File: config.mk
export PLATFORM = sky130hd
export DESIGN_NAME = mbrs_ctrl
export DESIGN_NICKNAME = d
export VERILOG_FILES = /design/src/hdl/mbrs_pkg.sv /design/src/hdl/mbrs_ctrl.sv
export VERILOG_INCLUDE_DIRS = /design/src /design/src/hdl
export SDC_FILE = /design/constraint.sdc
export NUM_CORES = 1
export LEC_CHECK = 0
export BUFFER_PORTS_ARGS = -buffer_cell sky130_fd_sc_hd__buf_2
export CORE_MARGIN = 2
export CORE_UTILIZATION = 58
export CTS_BUF_LIST = sky130_fd_sc_hd__clkbuf_4 sky130_fd_sc_hd__clkbuf_8
export CTS_CLUSTER_DIAMETER = 100
export DETAILED_ROUTE_END_ITERATION = 7
export GPL_TIMING_DRIVEN = 0
export PLACE_DENSITY = 0.89
export SYNTH_ARGS = -nofsm -noshare
export SYNTH_HDL_FRONTEND = slang
export SYNTH_SLANG_ARGS = --single-unit
File: constraint.sdc
create_clock -name clk -period 24.6 [get_ports clk]
set_input_delay 0 -clock clk [delete_from_list [all_inputs] [get_ports clk]]
set_output_delay 0 -clock clk [all_outputs]
set_load 0.005 [all_outputs]
File: src/hdl/merge_by_rank_search_unit_defines.svh
// assertion helpers for the merge by rank search unit
`ifndef MERGE_BY_RANK_SEARCH_UNIT_DEFINES_SVH
`define MERGE_BY_RANK_SEARCH_UNIT_DEFINES_SVH

`ifndef SYNTH
`define MBRS_ASSERT_IMPLIES(lbl, ante, cons) \
  lbl: assert property (@(posedge clk) disable iff (rst) (ante) |-> (cons)) \
    else $error("mbrs assertion failed");
`define MBRS_ASSERT_NEXT(lbl, ante, cons) \
  lbl: assert property (@(posedge clk) disable iff (rst) (ante) |=> (cons)) \
    else $error("mbrs assertion failed");
`else
`define MBRS_ASSERT_IMPLIES(lbl, ante, cons)
`define MBRS_ASSERT_NEXT(lbl, ante, cons)
`endif

`endif

File: src/hdl/mbrs_pkg.sv
package mbrs_pkg;

  localparam int WORD_W        = 32;
  localparam int INDEX_W       = 8;
  localparam int LEN_W         = 9;
  localparam int POS_W         = 9;
  localparam int DEPTH_DEFAULT = 256;
  localparam logic [LEN_W-1:0] LEN_RESET = 9'd256;

  typedef enum logic [1:0] {
    KIND_LOAD_FIRST   = 2'd0,
    KIND_LOAD_SECOND  = 2'd1,
    KIND_PLACE_FIRST  = 2'd2,
    KIND_PLACE_SECOND = 2'd3
  } kind_t;

  // memory control from the search sequencer to the two arrays
  typedef struct packed {
    logic we_first;
    logic we_second;
    logic own_first;
  } mem_ctl_t;

endpackage

File: src/hdl/mbrs_ctrl.sv
`include "merge_by_rank_search_unit_defines.svh"

module mbrs_ctrl #(
  parameter int DEPTH = mbrs_pkg::DEPTH_DEFAULT,
  localparam int AW = $clog2(DEPTH),
  localparam int CW = $clog2(DEPTH + 1)
) (
  input  logic                               clk,
  input  logic                               rst,
  input  logic                               start,
  input  logic [1:0]                         kind,
  input  logic [mbrs_pkg::INDEX_W-1:0]       index,
  input  logic signed [mbrs_pkg::WORD_W-1:0] value,
  input  logic [CW-1:0]                      len_eff,
  input  logic [mbrs_pkg::WORD_W-1:0]        rdata_first,
  input  logic [mbrs_pkg::WORD_W-1:0]        rdata_second,
  output logic                               busy,
  output mbrs_pkg::mem_ctl_t                 mem_ctl,
  output logic [AW-1:0]                      waddr,
  output logic [mbrs_pkg::WORD_W-1:0]        wdata,
  output logic [AW-1:0]                      own_addr,
  output logic [AW-1:0]                      probe_addr,
  output logic                               done,
  output logic [mbrs_pkg::POS_W-1:0]         position,
  output logic signed [mbrs_pkg::WORD_W-1:0] element
);

  localparam int LW = (CW > mbrs_pkg::LEN_W) ? CW : mbrs_pkg::LEN_W;

  typedef enum logic [1:0] {
    ST_IDLE   = 2'b01,
    ST_SEARCH = 2'b10
  } state_t;

  state_t                       state;
  logic                         own_first;
  logic [mbrs_pkg::INDEX_W-1:0] idx_q;
  logic [CW-1:0]                lo;
  logic [CW-1:0]                hi;
  logic [CW-1:0]                mid;

  mbrs_pkg::kind_t             kind_in;
  logic                        accept;
  logic                        load_ok;
  logic                        place_ok;
  logic                        place_go;
  logic                        own_first_in;
  logic [mbrs_pkg::WORD_W-1:0] key;
  logic [mbrs_pkg::WORD_W-1:0] probe;
  logic                        go_up;
  logic [CW-1:0]               up_lo;
  logic [CW-1:0]               up_mid;
  logic [CW-1:0]               dn_mid;
  logic [CW-1:0]               lo_next;
  logic [CW-1:0]               hi_next;
  logic [CW-1:0]               mid_next;
  logic                        more;

  assign kind_in  = mbrs_pkg::kind_t'(kind);
  assign busy     = (state != ST_IDLE);
  assign accept   = start && (state == ST_IDLE);
  assign load_ok  = LW'(index) < LW'(DEPTH);
  assign place_ok = LW'(index) < LW'(len_eff);
  assign own_first_in = (kind_in == mbrs_pkg::KIND_PLACE_FIRST);

  always_comb begin
    mem_ctl.we_first  = 1'b0;
    mem_ctl.we_second = 1'b0;
    mem_ctl.own_first = (state == ST_SEARCH) ? own_first : own_first_in;
    place_go          = 1'b0;
    unique case (kind_in)
      mbrs_pkg::KIND_LOAD_FIRST:   mem_ctl.we_first  = accept && load_ok;
      mbrs_pkg::KIND_LOAD_SECOND:  mem_ctl.we_second = accept && load_ok;
      mbrs_pkg::KIND_PLACE_FIRST:  place_go          = accept && place_ok;
      mbrs_pkg::KIND_PLACE_SECOND: place_go          = accept && place_ok;
      default:                     place_go          = 1'b0;
    endcase
  end

  assign waddr = AW'(index);
  assign wdata = $unsigned(value);

  // own array keeps reading the placed element so its word stays on rdata
  assign key   = own_first ? rdata_first : rdata_second;
  assign probe = own_first ? rdata_second : rdata_first;

  // second-array elements also step past equal first-array words
  assign go_up = ($signed(probe) < $signed(key)) || (!own_first && (probe == key));

  // both interval halves are prepared before the compare settles
  assign up_lo  = mid + CW'(1);
  assign up_mid = up_lo + ((hi - up_lo) >> 1);
  assign dn_mid = lo + ((mid - lo) >> 1);

  assign lo_next  = go_up ? up_lo : lo;
  assign hi_next  = go_up ? hi : mid;
  assign mid_next = go_up ? up_mid : dn_mid;
  assign more     = lo_next < hi_next;

  assign own_addr   = (state == ST_SEARCH) ? AW'(idx_q) : AW'(index);
  assign probe_addr = (state == ST_SEARCH) ? AW'(mid_next) : AW'(len_eff >> 1);

  always_ff @(posedge clk) begin
    if (rst) begin
      state <= ST_IDLE;
      done  <= 1'b0;
    end else begin
      done <= 1'b0;
      unique case (state)
        ST_IDLE: begin
          if (place_go) begin
            state <= ST_SEARCH;
          end
        end
        ST_SEARCH: begin
          if (!more) begin
            state <= ST_IDLE;
            done  <= 1'b1;
          end
        end
        default: state <= ST_IDLE;
      endcase
    end
  end

  always_ff @(posedge clk) begin
    if (state == ST_IDLE) begin
      own_first <= own_first_in;
      idx_q     <= index;
      lo        <= '0;
      hi        <= len_eff;
      mid       <= len_eff >> 1;
    end else begin
      lo  <= lo_next;
      hi  <= hi_next;
      mid <= mid_next;
      if (!more) begin
        position <= mbrs_pkg::POS_W'(LW'(idx_q) + LW'(lo_next));
        element  <= $signed(key);
      end
    end
  end

  `MBRS_ASSERT_IMPLIES(a_interval_open, state == ST_SEARCH, lo < hi)
  `MBRS_ASSERT_IMPLIES(a_mid_inside, state == ST_SEARCH, (mid >= lo) && (mid < hi))
  `MBRS_ASSERT_IMPLIES(a_done_after_search, done, $past(state == ST_SEARCH))
  `MBRS_ASSERT_NEXT(a_load_no_word, accept && !kind[1], !done && (state == ST_IDLE))

endmodule

==> impl_metrics.yaml <==
synth:
  postSynthCellCount: 691
  synth.net_count: 899
  synthesis.area_um2: 6810
  synth-warning-count: 0
  synth_top_cell_by_area: "edfxtp_1"
  yosys.area.top_type_share: 0.221
  synth.top_cells.by_area: "edfxtp_1 (22%), ha_1 (16%), dfxtp_1 (8.8%)"
  syn_area_per_cell_um2: 9.85
  ffs_latches_synth: 80
  synthFlopType: "edfxtp_1"
  synth_enable_flop_cells: 50
  synthArstFlopShare: 0
  ys_seq_area_frac: 0.309
  ys_top_cells_by_count: "ha_1 (85), inv_1 (73), edfxtp_1 (50)"
  yosys.cell_count.top_type: "ha_1"
  post_synth_num_cell_types: 57
timing:
  max_slew.worst_pin.slew_ns: 1.14
  setup_repair_after_global_routing_missed_its_margin: "no"
  final-max-slew-violation-count: 0
  final-hold-violation-count: 0
  totalNegativeSetupSlack_ns: 0
  fin_crit_sh: 0.307
  fmaxAchievable_mhz: 133
  relative_slew_slack: 0.240
  finalSetupViolations: 0
  period_minus_slack_ns: 7.55
  skew_ns: 0.0248
  worst_hold_slack_ns: 0.0201
  finalWorstSetupSlack_ns: 17.05
cells_and_area:
  net_count_of_the_finished_layout: 1180
  syn2layout_area_growth_pct: 31.4
  fin_cells: 1120
  n_antenna_cell: 0
  fillers: 634
  stdcell_area_um2: 8940
  drive_gt1_frac: 0.322
route:
  detail_route.vias_per_cell: 5.94
  antenna_left: 0
  drt-total-wl_mm: 22.4
  detailroute.via_count: 6651
  initialDrtViolationCount: 570
  routedWlPerCell_um: 20.0
  first_pass_iters: 5
  drc: 0
clock_tree:
  postCtsResizedCells: 0
  number_of_post_cts_setup_repair_buffers: 0
  clk_latency_ns: 0.40
  h-tree-depth: 3
  ctsHoldBuffers: 81
  clock_sinks: 80
  tritoncts: "built"
  cts.reportedPaths.clkPinSlew_ns: 0.08
  cts_root_buffer: "clkbuf_8"
  numCtsBuffers: 9
  clockBufferDepth: 2
critical_path:
  criticalPathCategory: "flip-flop to flip-flop"
  endpoint_kind: "flip-flop"
  critPathRequiredTime_ns: 24.75
  reg2reg_from: "own_first$_DFFE_PP_"
  rr_worst_depth: 24
  critical_path_peak_fanout: 18
  nature_of_the_critical_path_startpoint: "flip-flop"
  worst-endpoint-arrival_ns: 7.70
  crit-reg2reg-capture: "element[4]$_DFFE_PP_"
  timing.reg2reg.setup_slack_ns: 17.05
floorplan:
  die_width_um: 112
  floorplan.core_area_um2: 11400
  dieArea_um2: 12600
  initial_core_util: 0.596
  io_pins: 220
  placement_rows: 39
  die_boundary_height_um: 112
placement:
  gpl.final_weighted_congestion: 0.885
  dp_hpwl_mm: 14.0
  place.port_buffers: 187
  post-place-cells: 1023
  detailedPlace.worstSlack_ns: 17.59
  post_dp_cell_area_um2: 7970
power:
  power.share.combinational: 0.724
  sequentialPowerShare: 0.191
  power.density_cell_area_nw_per_um2: 121
  peak_ir_drop_on_the_vdd_network_mv: 0.157
  internal_w: 0.000571
  swShare: 0.473
  static_leakage_nw: 4.30
  switching_power_w: 0.000511
  p_clk_frac: 0.084
global_routing:
  grt_busiest_layer: "met2"
  gr-usage-all-layers: 0.355
  grt-ovfl-total: 0
  grt_pass1_vias: 6849
  met3_usage: 0.0707
  globalRouteMet1Util: 0.400
  grt_start_max_net_pins: 19
  antenna_found_initial: 0
  globalRouteMet2Util: 0.616
  grt_first_pass_wirelength_mm: 34.8
worst_hold_path:
  hold_end: "element[30]$_DFFE_PP_"
  worstHoldStart: "rdata_first[30]"
  hold_path_class: "primary input to flip-flop"
  whs_path_depth: 2
status:
  outcome: "finished, final reports clean"
run:
  cap_violations: 0
kinds of logic (layout without fill, tap and decap cells):
group | count (synthesis) | count (layout) | share of synthesized area
AOI/OAI and AO/OA | 130 | 130 | 0.125
xor gates and xnor gates | 42 | 42 | 0.0540
adders and majority gates | 90 | 90 | 0.171
buffers and inverters | 130 | 416 | 0.0996
DFF | 80 | 80 | 0.309
muxes | 93 | 93 | 0.149
and+or+nand+nor | 126 | 126 | 0.0930
sequential cells by signal (all words and copies together), names as in the netlist:
name,flops
position,9
own_first,1
idx_q,8
done,1
lo,9
hi,9
mid,9
state,2
element,32
cell usage in the layout (no fill, tap or decap), drive strengths merged, types with 7 or more instances in the layout:
cell and n:
buf 241, ha 85, dlygate4sd3 81, inv 73
mux2i 53, a21oi 51, edfxtp 50, mux2 40
nor2 39, xnor2 34, nand2 32, dfxtp 30
o21ai 29, clkbuf 16, a21o 13, xor2 8
and2 8, nand2b 7, o21bai 7
worst max-delay path, cell delays in order (launching register included):
cell and delay [ns]:
edfxtp_1 0.43, buf_1 0.45, buf_1 0.70, mux2i_1 0.34, ha_1 0.31, a21oi_1 0.26, o21ai_0 0.15, a221oi_1 0.38
o211ai_2 0.17, nor2_1 0.32, or2_4 0.21, buf_12 0.14, buf_6 0.16, mux2i_2 0.32, inv_1 0.14, ha_1 0.23
a21o_1 0.15, a21o_1 0.18, a21o_1 0.17, a2111oi_0 0.56, nor2_1 0.11, a211oi_1 0.64, a211oi_4 0.30, buf_8 0.27
buf_8 0.17
cell type report:
class | count | area, µm² | share of cell area
Multi-Input combinational cell | 481 | 4040 | 0.452
Sequential cell | 80 | 2100 | 0.235
Buffer | 57 | 404 | 0.0452
Clock inverter | 5 | 23.8 | 0.00266
Tap cell | 143 | 179 | 0.0200
Clock buffer | 11 | 145 | 0.0162
Timing Repair Buffer | 270 | 1780 | 0.199
Inverter | 73 | 274 | 0.0306
power by group through the flow:
stage / combinational [W] / clock (W) / sequential, W
6_report: 0.000784 / 0.0000915 / 0.000207
5_1_grt: 0.000858 / 0.0000960 / 0.000210
4_1_cts: 0.000746 / 0.0000882 / 0.000205
3_5_place_dp: 0.000725 / 0 / 0.000208
3_3_place_gp: 0.000695 / 0 / 0.000209
2_1_floorplan: 0.000557 / 0 / 0.000203
worst max path at each step:
stage	start	to	slack, ns	depth (start not counted)
CTS	own_first$_DFFE_PP_	element[4]$_DFFE_PP_	17.58	24
global route	own_first$_DFFE_PP_	element[4]$_DFFE_PP_	16.85	24
finish	own_first$_DFFE_PP_	element[4]$_DFFE_PP_	17.05	24
detailed placement	own_first$_DFFE_PP_	element[12]$_DFFE_PP_	17.59	23
floorplan	own_first$_DFFE_PP_	element[0]$_DFFE_PP_	16.69	21
global placement	own_first$_DFFE_PP_	element[13]$_DFFE_PP_	14.71	20
per-stage QoR:
| step | total power, W | util |
|---|---|---|
| after global routing | 0.00116 | 0.783 |
| after global placement | 0.000903 | 0.694 |
| final | 0.00108 | 0.783 |
| after floorplan | 0.000760 | - |
| after CTS | 0.00104 | 0.783 |
| after detailed placement | 0.000933 | 0.698 |
metal layers:
layer | up-vias | share of wire | wire length (µm)
li1 | 2959 | - | -
met1 | 3123 | 0.37 | 8240
met2 | 458 | 0.49 | 11100
met3 | 111 | 0.082 | 1830
met4 | 0 | 0.057 | 1290
met5 | - | 0 | 0
Power figures use the tool's default switching activity.
